===== config.mk =====
export PLATFORM = sky130hd
export DESIGN_NAME = modular_exponentiation_flat
export DESIGN_NICKNAME = d
export VERILOG_FILES = /design/src/rtl/mexp_pkg.sv /design/src/rtl/mexp_base_if.sv /design/src/rtl/mexp_power_if.sv /design/src/rtl/mexp_mulmod.sv /design/src/rtl/mexp_datapath.sv /design/src/rtl/mexp_ctrl.sv /design/src/rtl/modular_exponentiation.sv /design/src/flat_wrapper.sv
export SDC_FILE = /design/constraint.sdc
export NUM_CORES = 1
export LEC_CHECK = 0
export ABC_AREA = 1
export BUFFER_PORTS_ARGS = -buffer_cell sky130_fd_sc_hd__buf_4
export CORE_ASPECT_RATIO = 0.75
export CORE_MARGIN = 3
export CORE_UTILIZATION = 25
export CTS_BUF_LIST = sky130_fd_sc_hd__clkbuf_16
export CTS_CLUSTER_SIZE = 12
export DETAILED_ROUTE_END_ITERATION = 10
export PLACE_DENSITY_LB_ADDON = 0.15
export SETUP_SLACK_MARGIN = 0.2
export SYNTH_ARGS = -nofsm -noshare
export SYNTH_HDL_FRONTEND = slang
export SYNTH_SLANG_ARGS = --single-unit

===== constraint.sdc =====
create_clock -name clk -period 5 [get_ports clk]
set_input_delay 1 -clock clk [delete_from_list [all_inputs] [get_ports clk]]
set_output_delay 1 -clock clk [all_outputs]
set_load 0.01 [all_outputs]

===== src/rtl/mexp_pkg.sv =====
// shared types and constants for the modular exponentiation block
// no dependencies; used by every other file in rtl except mexp_mulmod

package mexp_pkg;

    // fixed width of the data words on the ports
    localparam int DATA_WIDTH = 32;

    // default operand width, legal range 8 to 32
    localparam int OPERAND_WIDTH_DEF = 32;

    // configuration register indexes
    localparam int CFG_INDEX_WIDTH = 1;
    localparam logic [CFG_INDEX_WIDTH-1:0] REG_EXPONENT = 1'b0;
    localparam logic [CFG_INDEX_WIDTH-1:0] REG_MODULUS  = 1'b1;

    // what the shared modular multiplier is asked to do
    typedef enum logic [1:0] {
        OP_REDUCE,
        OP_MULT,
        OP_SQUARE
    } op_t;

    typedef enum logic [2:0] {
        ST_IDLE,
        ST_RED_START,
        ST_RED_WAIT,
        ST_CHECK,
        ST_MUL_WAIT,
        ST_SQR_START,
        ST_SQR_WAIT,
        ST_DONE
    } state_t;

    // controller to datapath
    typedef struct packed {
        logic load;
        logic start;
        op_t  op;
        logic emit;
    } cmd_t;

    // datapath to controller
    typedef struct packed {
        logic mul_done;
        logic e_zero;
        logic e_bit0;
    } sts_t;

endpackage


===== src/rtl/mexp_base_if.sv =====
// valid/ready channel that carries one base word into the block
// depends on mexp_pkg for the word width

interface mexp_base_if;
    logic                            valid;
    logic                            ready;
    logic [mexp_pkg::DATA_WIDTH-1:0] base;

    modport source (output valid, output base, input ready);
    modport sink   (input valid, input base, output ready);
endinterface


===== src/rtl/mexp_power_if.sv =====
// valid/ready channel that carries one power word out of the block
// depends on mexp_pkg for the word width

interface mexp_power_if;
    logic                            valid;
    logic                            ready;
    logic [mexp_pkg::DATA_WIDTH-1:0] power;

    modport source (output valid, output power, input ready);
    modport sink   (input valid, input power, output ready);
endinterface


===== src/rtl/mexp_mulmod.sv =====
// iterative modular multiplier: x * y mod m, one bit of y per cycle
// interleaved shift-subtract, needs x <= m; no package dependencies

module mexp_mulmod #(
    parameter int W = 32
) (
    input  logic         clk,
    input  logic         rst_n,
    input  logic         start,
    input  logic [W-1:0] x,
    input  logic [W-1:0] y,
    input  logic [W-1:0] m,
    output logic [W-1:0] result,
    output logic         done
);

    localparam int CW = $clog2(W + 1);

    logic [W-1:0]  x_reg;
    logic [W-1:0]  y_reg;
    logic [W-1:0]  m_reg;
    logic [W-1:0]  r_reg;
    logic [W-1:0]  r_next;
    logic [CW-1:0] cnt_reg;
    logic          busy_reg;
    logic          done_reg;

    logic [W+1:0] t;
    logic [W+1:0] m1;
    logic [W+1:0] m2;
    logic [W+1:0] t_red;

    // t stays below 3m, so at most one of m or 2m comes off
    always_comb
    begin
        t  = {1'b0, r_reg, 1'b0} + {2'b00, x_reg & {W{y_reg[W-1]}}};
        m1 = {2'b00, m_reg};
        m2 = {1'b0, m_reg, 1'b0};
        if (t >= m2)
        begin
            t_red = t - m2;
        end
        else if (t >= m1)
        begin
            t_red = t - m1;
        end
        else
        begin
            t_red = t;
        end
        r_next = t_red[W-1:0];
    end

    always_ff @(posedge clk)
    begin
        if (start)
        begin
            x_reg <= x;
            y_reg <= y;
            m_reg <= m;
            r_reg <= '0;
        end
        else if (busy_reg)
        begin
            r_reg <= r_next;
            y_reg <= {y_reg[W-2:0], 1'b0};
        end
    end

    always_ff @(posedge clk or negedge rst_n)
    begin
        if (!rst_n)
        begin
            busy_reg <= 1'b0;
            done_reg <= 1'b0;
            cnt_reg  <= '0;
        end
        else
        begin
            done_reg <= 1'b0;
            if (start)
            begin
                busy_reg <= 1'b1;
                cnt_reg  <= CW'(W);
            end
            else if (busy_reg)
            begin
                cnt_reg <= cnt_reg - CW'(1);
                if (cnt_reg == CW'(1))
                begin
                    busy_reg <= 1'b0;
                    done_reg <= 1'b1;
                end
            end
        end
    end

    assign result = r_reg;
    assign done   = done_reg;

endmodule


===== src/rtl/mexp_datapath.sv =====
// datapath: operand registers, exponent shifter and the shared mulmod unit
// depends on mexp_pkg and mexp_mulmod

module mexp_datapath #(
    parameter int W = mexp_pkg::OPERAND_WIDTH_DEF
) (
    input  logic                            clk,
    input  logic                            rst_n,
    input  mexp_pkg::cmd_t                  cmd,
    output mexp_pkg::sts_t                  sts,
    input  logic [mexp_pkg::DATA_WIDTH-1:0] base,
    input  logic [mexp_pkg::DATA_WIDTH-1:0] exponent,
    input  logic [mexp_pkg::DATA_WIDTH-1:0] modulus,
    output logic [W-1:0]                    power
);

    logic [W-1:0]  b_reg;
    logic [W-1:0]  e_reg;
    logic [W-1:0]  m_reg;
    logic [W-1:0]  acc_reg;
    logic [W-1:0]  power_reg;
    mexp_pkg::op_t op_reg;

    logic [W-1:0] mul_x;
    logic [W-1:0] mul_y;
    logic [W-1:0] mul_result;
    logic         mul_done;

    always_comb
    begin
        case (cmd.op)
            mexp_pkg::OP_REDUCE:
            begin
                mul_x = W'(1);
                mul_y = b_reg;
            end
            mexp_pkg::OP_MULT:
            begin
                mul_x = b_reg;
                mul_y = acc_reg;
            end
            mexp_pkg::OP_SQUARE:
            begin
                mul_x = b_reg;
                mul_y = b_reg;
            end
            default:
            begin
                mul_x = '0;
                mul_y = '0;
            end
        endcase
    end

    mexp_mulmod #(
        .W (W)
    ) u_mulmod (
        .clk    (clk),
        .rst_n  (rst_n),
        .start  (cmd.start),
        .x      (mul_x),
        .y      (mul_y),
        .m      (m_reg),
        .result (mul_result),
        .done   (mul_done)
    );

    always_ff @(posedge clk)
    begin
        if (cmd.load)
        begin
            b_reg   <= base[W-1:0];
            e_reg   <= exponent[W-1:0];
            // a zero modulus behaves as one
            m_reg   <= (modulus[W-1:0] == '0) ? W'(1) : modulus[W-1:0];
            acc_reg <= W'(1);
        end
        else if (mul_done)
        begin
            case (op_reg)
                mexp_pkg::OP_REDUCE:
                begin
                    b_reg <= mul_result;
                end
                mexp_pkg::OP_MULT:
                begin
                    acc_reg <= mul_result;
                end
                mexp_pkg::OP_SQUARE:
                begin
                    b_reg <= mul_result;
                    e_reg <= {1'b0, e_reg[W-1:1]};
                end
                default:
                begin
                    b_reg <= b_reg;
                end
            endcase
        end
        if (cmd.start)
        begin
            op_reg <= cmd.op;
        end
        if (cmd.emit)
        begin
            power_reg <= acc_reg;
        end
    end

    assign sts.mul_done = mul_done;
    assign sts.e_zero   = (e_reg == '0);
    assign sts.e_bit0   = e_reg[0];
    assign power        = power_reg;

endmodule


===== src/rtl/mexp_ctrl.sv =====
// controller: sequences the square-and-multiply steps and the handshakes
// depends on mexp_pkg

module mexp_ctrl (
    input  logic           clk,
    input  logic           rst_n,
    input  logic           req_valid,
    output logic           req_ready,
    output logic           rsp_valid,
    input  logic           rsp_ready,
    output mexp_pkg::cmd_t cmd,
    input  mexp_pkg::sts_t sts
);

    mexp_pkg::state_t state_reg;
    mexp_pkg::state_t state_next;
    logic             out_valid_reg;
    logic             out_valid_next;

    always_ff @(posedge clk or negedge rst_n)
    begin
        if (!rst_n)
        begin
            state_reg     <= mexp_pkg::ST_IDLE;
            out_valid_reg <= 1'b0;
        end
        else
        begin
            state_reg     <= state_next;
            out_valid_reg <= out_valid_next;
        end
    end

    always_comb
    begin
        state_next     = state_reg;
        out_valid_next = out_valid_reg && !rsp_ready;
        req_ready      = 1'b0;
        cmd.load       = 1'b0;
        cmd.start      = 1'b0;
        cmd.op         = mexp_pkg::OP_REDUCE;
        cmd.emit       = 1'b0;
        unique case (state_reg)
            mexp_pkg::ST_IDLE:
            begin
                req_ready = 1'b1;
                if (req_valid)
                begin
                    cmd.load   = 1'b1;
                    state_next = mexp_pkg::ST_RED_START;
                end
            end
            mexp_pkg::ST_RED_START:
            begin
                cmd.start  = 1'b1;
                cmd.op     = mexp_pkg::OP_REDUCE;
                state_next = mexp_pkg::ST_RED_WAIT;
            end
            mexp_pkg::ST_RED_WAIT:
            begin
                if (sts.mul_done)
                begin
                    state_next = mexp_pkg::ST_CHECK;
                end
            end
            mexp_pkg::ST_CHECK:
            begin
                priority if (sts.e_zero)
                begin
                    state_next = mexp_pkg::ST_DONE;
                end
                else if (sts.e_bit0)
                begin
                    cmd.start  = 1'b1;
                    cmd.op     = mexp_pkg::OP_MULT;
                    state_next = mexp_pkg::ST_MUL_WAIT;
                end
                else
                begin
                    cmd.start  = 1'b1;
                    cmd.op     = mexp_pkg::OP_SQUARE;
                    state_next = mexp_pkg::ST_SQR_WAIT;
                end
            end
            mexp_pkg::ST_MUL_WAIT:
            begin
                if (sts.mul_done)
                begin
                    state_next = mexp_pkg::ST_SQR_START;
                end
            end
            mexp_pkg::ST_SQR_START:
            begin
                cmd.start  = 1'b1;
                cmd.op     = mexp_pkg::OP_SQUARE;
                state_next = mexp_pkg::ST_SQR_WAIT;
            end
            mexp_pkg::ST_SQR_WAIT:
            begin
                if (sts.mul_done)
                begin
                    state_next = mexp_pkg::ST_CHECK;
                end
            end
            mexp_pkg::ST_DONE:
            begin
                // hand the word to the output register once it is free
                if (!out_valid_reg || rsp_ready)
                begin
                    cmd.emit       = 1'b1;
                    out_valid_next = 1'b1;
                    state_next     = mexp_pkg::ST_IDLE;
                end
            end
        endcase
    end

    assign rsp_valid = out_valid_reg;

endmodule


===== src/rtl/modular_exponentiation.sv =====
// Modular exponentiation block: power = base ^ exponent mod modulus.
// Channels: req carries one base word, rsp returns one power word; both use
// valid/ready and move a word on a clock edge where valid and ready are high.
// exponent (index 0) and modulus (index 1) are written through cfg_we,
// cfg_index and cfg_data while the block is idle; reset sets both to 1.
// A zero modulus acts as one; an exponent of zero gives a power of 1.
// Steps: a load, then a reduction of the base, then for each exponent bit
// up to the highest set one a check, a multiply when the bit is set and
// then a square; a final check and the hand-over to the output register
// end the run. Each reduction, multiply and square runs on the one shared
// bit-serial mulmod unit that handles one multiplier bit per cycle.
// One base is processed at a time; req.ready is high only while idle.
// The finished word sits in an output register, so a new base is taken
// while rsp is stalled; a second finished word waits until the first leaves.
// Reset (rst_n, asynchronous, active low) empties the output register and
// returns the controller to idle.
// Depends on mexp_pkg, the channel interfaces, mexp_ctrl and mexp_datapath.

module modular_exponentiation #(
    parameter int OPERAND_WIDTH = mexp_pkg::OPERAND_WIDTH_DEF
) (
    input  logic                                 clk,
    input  logic                                 rst_n,
    mexp_base_if.sink                            req,
    mexp_power_if.source                         rsp,
    input  logic                                 cfg_we,
    input  logic [mexp_pkg::CFG_INDEX_WIDTH-1:0] cfg_index,
    input  logic [mexp_pkg::DATA_WIDTH-1:0]      cfg_data
);

    logic [mexp_pkg::DATA_WIDTH-1:0] exponent_reg;
    logic [mexp_pkg::DATA_WIDTH-1:0] modulus_reg;
    logic [OPERAND_WIDTH-1:0]        power_w;
    mexp_pkg::cmd_t                  cmd;
    mexp_pkg::sts_t                  sts;

    always_ff @(posedge clk or negedge rst_n)
    begin
        if (!rst_n)
        begin
            exponent_reg <= mexp_pkg::DATA_WIDTH'(1);
            modulus_reg  <= mexp_pkg::DATA_WIDTH'(1);
        end
        else if (cfg_we)
        begin
            unique case (cfg_index)
                mexp_pkg::REG_EXPONENT:
                begin
                    exponent_reg <= cfg_data;
                end
                mexp_pkg::REG_MODULUS:
                begin
                    modulus_reg <= cfg_data;
                end
            endcase
        end
    end

    mexp_ctrl u_ctrl (
        .clk       (clk),
        .rst_n     (rst_n),
        .req_valid (req.valid),
        .req_ready (req.ready),
        .rsp_valid (rsp.valid),
        .rsp_ready (rsp.ready),
        .cmd       (cmd),
        .sts       (sts)
    );

    mexp_datapath #(
        .W (OPERAND_WIDTH)
    ) u_datapath (
        .clk      (clk),
        .rst_n    (rst_n),
        .cmd      (cmd),
        .sts      (sts),
        .base     (req.base),
        .exponent (exponent_reg),
        .modulus  (modulus_reg),
        .power    (power_w)
    );

    assign rsp.power = mexp_pkg::DATA_WIDTH'(power_w);

endmodule


===== src/flat_wrapper.sv =====
// flat-port wrapper written by rule: the top's interface ports become plain ports
module modular_exponentiation_flat 
#(
    parameter int OPERAND_WIDTH = mexp_pkg::OPERAND_WIDTH_DEF
)
  (clk, rst_n, cfg_we, cfg_index, cfg_data, req_valid, req_base, req_ready, rsp_valid, rsp_power, rsp_ready);
  mexp_base_if req_i ();
  mexp_power_if rsp_i ();
  input  logic clk;
  input  logic rst_n;
  input  logic cfg_we;
  input  logic [mexp_pkg::CFG_INDEX_WIDTH-1:0] cfg_index;
  input  logic [mexp_pkg::DATA_WIDTH-1:0] cfg_data;
  input wire logic [$bits(req_i.valid)-1:0] req_valid;
  input wire logic [$bits(req_i.base)-1:0] req_base;
  output wire logic [$bits(req_i.ready)-1:0] req_ready;
  output wire logic [$bits(rsp_i.valid)-1:0] rsp_valid;
  output wire logic [$bits(rsp_i.power)-1:0] rsp_power;
  input wire logic [$bits(rsp_i.ready)-1:0] rsp_ready;
  assign req_i.valid = req_valid;
  assign req_i.base = req_base;
  assign req_ready = req_i.ready;
  assign rsp_valid = rsp_i.valid;
  assign rsp_power = rsp_i.power;
  assign rsp_i.ready = rsp_ready;
  modular_exponentiation #(.OPERAND_WIDTH(OPERAND_WIDTH)) u_core (.clk(clk), .rst_n(rst_n), .req(req_i), .rsp(rsp_i), .cfg_we(cfg_we), .cfg_index(cfg_index), .cfg_data(cfg_data));
endmodule

# After elaboration in Yosys (flattened, before gate mapping)
# Index checks and enable logic that the tools add are counted.
word_totals:
  regBits: 366
  word_cells: 101
  out_inout_bits: 34
  in_bits: 70
op_classes:
  n_addsub: 4
  reduce_logical: 23
  eq_ne: 16
  bitwise_logic: 2
  order_cmp: 2
  mux: 37
ops:
  columns: ["operator", "count"]
  rows:
  - ["2-to-1 mux 32 bit", 10]
  - ["case mux 32 bit (2 select lines)", 2]
  - ["zero test 32 bit", 2]
  - ["subtractor 32 bit", 2]
  - ["adder 33 x 32 -> 34 bit", 1]
  - ["greater-or-equal comparator 34 x 32 -> 1 bit", 1]
  - ["greater-or-equal comparator 34 x 33 -> 1 bit", 1]
  - ["bitwise AND 32 bit", 1]
  - ["case mux 3 bit (7 select lines)", 1]
  - ["2-to-1 mux 3 bit", 5]
  - ["2-to-1 mux 1 bit", 13]
  - ["== test 3 bit (second input constant)", 4]
  - ["2-to-1 mux 6 bit", 2]
  - ["AND reduction 2 bit", 5]
  - ["case mux 3 bit (3 select lines)", 1]
  - ["nonzero test 2 bit", 4]
  - ["OR reduction 2 bit", 4]
  - ["== test 3 x 2 -> 1 bit (second input constant)", 2]
  - ["== test 6 x 1 -> 1 bit (second input constant)", 1]
  - ["2-to-1 mux 2 bit", 3]
  - ["inequality test 2 bit (second input constant)", 3]
  - ["subtractor 6 x 1 -> 6 bit (second input constant)", 1]
  - ["== test 2 x 1 -> 1 bit (second input constant)", 2]
  - ["== test 2 bit (second input constant)", 2]
  - ["9 further kinds", 11]

# Logic depth before layout (Yosys ltp)
logic_depth:
  depth_word: 7
  depth_mapped: 34
  mapped_depth_nobuf: 33

# Modules after synthesis
# Synthesis repeated with hierarchy kept, for this count alone.
hier_totals:
  hier_cells: 2925
  hier_area_um2: 22287.6
by_module_without_submodules:
  columns: ["mod", "seq_area_each_um2", "cells_per_inst", "instances", "area_each_um2"]
  rows:
  - ["mexp_mulmod", 3723.6, 1852, 1, 12289.3]
  - ["mexp_datapath", 4544.4, 740, 1, 7036.7]
  - ["modular_exponentiation", 1604.0, 279, 1, 2617.5]
  - ["mexp_ctrl", 100.1, 54, 1, 344.1]

# Worst setup path before layout
# No wires, ideal clock.
synth_timing:
  path_kind: "register -> register"
  startpoint: "register u_core.u_datapath.u_mulmod.y_reg[31]"
  endpoint: "register u_core.u_datapath.u_mulmod.r_reg[0], in the netlist u_core.u_datapath.u_mulmod.result[0]"
  stages_incl_launch_ff: 34
  period_less_slack_ns: 4.015
  setup_ns: 0.156
  t_arrival_ns: 3.859
  path_buffers: 2
  slack_ns: 0.985
  required_ns: 4.844
  cell_sequence: "edfxtp_1 -> clkbuf_1 -> nand2_1 -> inv_1 -> ha_1 -> inv_1 -> fa_1 -> inv_1 -> nand3_1 -> nand3_1 -> nand3_1 -> nand2_1 -> nand2_1 -> nand2_2 -> nand2_1 -> nand2_1 -> xnor2_1 -> inv_1 -> ha_1 -> nand2_1 -> inv_1 -> a21oi_1 -> a21oi_1 -> nor2_1 -> nand2_1 -> nand2_1 -> nand2_1 -> nand2_1 -> nand2_4 -> inv_4 -> buf_6 -> nand3_1 -> nand3_1 -> o21ai_1"
synth_via:
  elab_chain_len: 5
  word_cells_on_any_way: 8
  cone_classes: "3 x add/sub; 2 x order compare; 2 x mux; 1 x bitwise"
synth_rtl:
  columns: ["element", "line", "text"]
  rows:
  - ["start, declared", "mexp_mulmod.sv:20", "logic [W-1:0] y_reg;"]
  - ["start signal, assigned", "mexp_mulmod.sv:59", "y_reg <= y;"]
  - ["start signal, assigned", "mexp_mulmod.sv:66", "y_reg <= {y_reg[W-2:0], 1'b0};"]
  - ["bitwise AND 32 bit (*)", "mexp_mulmod.sv:36", "t = {1'b0, r_reg, 1'b0} + {2'b00, x_reg & {W{y_reg[W-1]}}};"]
  - ["adder 33 x 32 -> 34 bit (*)", "mexp_mulmod.sv:36", null]
  - ["subtractor 32 bit or greater-or-equal comparator 34 x 32 -> 1 bit (tied branches)", "mexp_mulmod.sv:45, mexp_mulmod.sv:43", null]
  - ["2-to-1 mux 32 bit", "mexp_mulmod.sv:43", "else if (t >= m1)"]
  - ["2-to-1 mux 32 bit (*)", "mexp_mulmod.sv:39", "if (t >= m2)"]
  - ["end signal, assigned", "mexp_mulmod.sv:65", "r_reg <= r_next;"]
  - ["end, declared", "mexp_mulmod.sv:22", "logic [W-1:0] r_reg;"]
# Mark *: on every way between the ends. The rest lies on a longest branch, timed or not.
# A chain may end at the register's enable or synchronous reset.

# Worst setup path after layout
layout_timing:
  startpoint: "register u_core.u_datapath.u_mulmod.y_reg[31]"
  endpoint: "register u_core.u_datapath.u_mulmod.r_reg[29], in the netlist u_core.u_datapath.u_mulmod.result[29]"
# Same word-level chain as after synthesis.

==> flow_metrics.tcl <==
set metrics [dict create \
    multi_input_area_sq_mm 0.01013 \
    netlist_instances 2650 \
    postCtsHoldBufs 0 \
    grt_max_degree 68 \
    regArea_sq_mm 0.009972 \
    area_growth_pct 22.37 \
    num_io_pins 104 \
    synth_area_leaders "edfxtp_1 (32%), nand2_1 (15%), dfrtp_1 (8.8%)" \
    overflow 0 \
    cp_top_family "simple AND/OR/NAND/NOR gates" \
    dp_hpwl_mm 58.27 \
    crit_top_cell "nand2_1" \
    startpoint_type "flip-flop" \
    die_area_sq_mm 0.08796 \
    routabilityCongestion 0.9902 \
    ys_seq_area_share_pct 47.26 \
    cts_inserted_buffers 42 \
    ctsHtreeMaxLevel 2 \
    final_nets 2983 \
    synth_ff_type "edfxtp_1" \
    syn-cell-area_sq_mm 0.02110 \
    cp_slowest_stage_delay_ns 0.46 \
    synth.distinct_cells 56 \
    finalSetupViolCount 0 \
    yosys_register_bits 366 \
    slew_headroom_pct 23.94 \
    ant_nets 0 \
    yosysWarnings 0 \
    synth_most_common_cell "nand2_1" \
    synth_nets 2823 \
    row_count 91 \
    crit_path_end_kind "flip-flop" \
    port-buffer-count 103 \
    worst_pin_slew_ns 1.141 \
    grt_pass1_vias 17660 \
    rrSetupSlack_ns 0.33 \
    finalWirelength_mm 73.55 \
    clockBufferDepth 3 \
    drtIter0Drc 1228 \
    cts.sinks 366 \
    grtUsageMet1_pct 25.19 \
    reg2reg_depth 32 \
    fin_crit_ns 4.669 \
    path_class "flip-flop to flip-flop" \
    use_met3_pct 3.126 \
    max_freq_ghz 0.2142 \
    hold_viol_final 0 \
    drv_slew 0 \
    status "complete, no violations" \
    clkLatencyLatePin_ns 0.59 \
    path_buf_inv 9 \
    cp_slowest_cell "edfxtp_1" \
    drive_gt1_share_pct 17.05 \
    wl_per_cell_um 18.57 \
    core_area_sq_mm 0.08289 \
    synth_top_area_share_pct 32.16 \
    r2r-end "u_core.u_datapath.u_mulmod.result[29]$_SDFFE_PP0P_" \
    synthTopCellsByCount "nand2_1 (845), inv_1 (318), edfxtp_1 (226)" \
    cp-startpoint "u_core.u_datapath.u_mulmod.y_reg[31]$_DFFE_PP_" \
    grt_pass1_wl_mm 110.2 \
    finalClockSkew_ns 0.02389 \
    n_antenna_cell 0 \
    timing.final.crit_share_pct 93.39 \
    cp_max_fo 14 \
    grtUsageMet2_pct 23.08 \
    die_h_um 257.6 \
    syn_avg_cell_area_sq_um 7.963 \
    vias 18140 \
    track_usage_pct 16.32 \
    drt_pass1_iterations 5 \
    drc 0 \
    fin_util_pct 31.15 \
    grt-busiest-layer "met1" \
    synth_top_area_cell "edfxtp_1" \
    synth_edf_count 226 \
    cap_violations 0 \
    rsz0062_at_grt "true" \
    via_per_inst 4.581 \
    nFillCells 9013 \
    worstPathArrival_ns 5.15 \
    rr_startpoint "u_core.u_datapath.u_mulmod.y_reg[31]$_DFFE_PP_" \
    hold_class "input pin to async pin" \
    worstPathRequired_ns 5.48 \
    initial_utilization_pct 25.46 \
    cts_tree "yes" \
    antenna_found_initial 1 \
    die_x_um 341.5 \
    synthArstFlopShare_pct 20.77 \
    clk_transition_reported_paths_ns 0.06 \
    root_buffer "clkbuf_16" \
]
-- stage by stage --
| step | cells | instance area [sq um] | TNS [ns] | hold WS [ns] | worst slack [ns] |
|---|---|---|---|---|---|
| floorplan | 2650 | 21100 | 0 | 0.4003 | 0.9846 |
| finish | 3960 | 25820 | 0 | 0.3397 | 0.3305 |
| CTS | 3952 | 25100 | 0 | 0.3099 | 0.2023 |
| detailed placement | 3871 | 23720 | -7.763 | 0.4045 | -0.4321 |
| global route | 3960 | 25820 | 0 | 0.3437 | 0.1319 |
| global placement | 3871 | 23720 | -7.158 | 0.4028 | -0.4269 |
-- routing by layer --
layer  vias up  share of wire, %
li1       8955                 -
met1      8686                52
met2       412                40
met3        88               5.5
met4         0               2.2
met5         -                 0
-- how the worst max path moves through the flow --
stage                                                              end  slack, ns  cells past startpoint
finish              u_core.u_datapath.u_mulmod.result[29]$_SDFFE_PP0P_       0.33                     32
global route        u_core.u_datapath.u_mulmod.result[31]$_SDFFE_PP0P_       0.13                     32
CTS                 u_core.u_datapath.u_mulmod.result[29]$_SDFFE_PP0P_       0.20                     33
detailed placement  u_core.u_datapath.u_mulmod.result[29]$_SDFFE_PP0P_      -0.43                     29
global placement    u_core.u_datapath.u_mulmod.result[29]$_SDFFE_PP0P_      -0.43                     29
floorplan            u_core.u_datapath.u_mulmod.result[0]$_SDFFE_PP0P_       0.98                     33
-- kinds of logic (layout without fill, tap and decap cells) --
logic type | after synthesis | in the layout | synth area share, %
adders and majority gates | 103 | 103 | 6.214
AOI/OAI and AO/OA | 433 | 433 | 11.40
xor gates and xnor gates | 64 | 64 | 2.656
buffers and inverters | 440 | 634 | 8.177
DFF | 366 | 366 | 47.26
and+or+nand+nor | 1244 | 1244 | 24.30
-- placed cells by master, fill, tap and decap left out, types with 9 or more instances in the layout --
cell         n
buf_4      214
nor2_1     165
dfrtp_1     74
nand3_1     97
ha_2        16
dfxtp_1     64
o21ai_0    172
nand2_1    812
nor3_1      13
xor2_1      37
nand2_2     40
clkbuf_16   42
nor2_2      23
ha_4        16
a21oi_2     23
nand4_1     21
a21oi_1    153
inv_2       13
nor4_1      10
xnor2_1     17
ha_1        68
edfxtp_1   226
a22oi_1     33
nand3_2      9
clkinv_1    11
inv_1      328
-- repair_timing --
action,CTS,global route
gates resized for setup,19,158
cloned,0,2
pin swaps,1,17
hold endpoints to repair,0,0
setup buffers,3,6
endpoints found under the setup margin,32,32
-- cell type report --
type / instances / area share, %
clock inverters: 36 / 0.9304
multi-input cells: 1844 / 39.22
flip-flops and latches: 366 / 38.62
repair inverters: 1 / 0.03392
well taps: 1116 / 5.408
inverters: 331 / 4.880
clock buffers: 42 / 4.070
repair buffers: 224 / 6.837
Power is left out: the tool's default activity adds up to more than one toggle a clock period on the data nets, which glitch-free logic cannot reach.
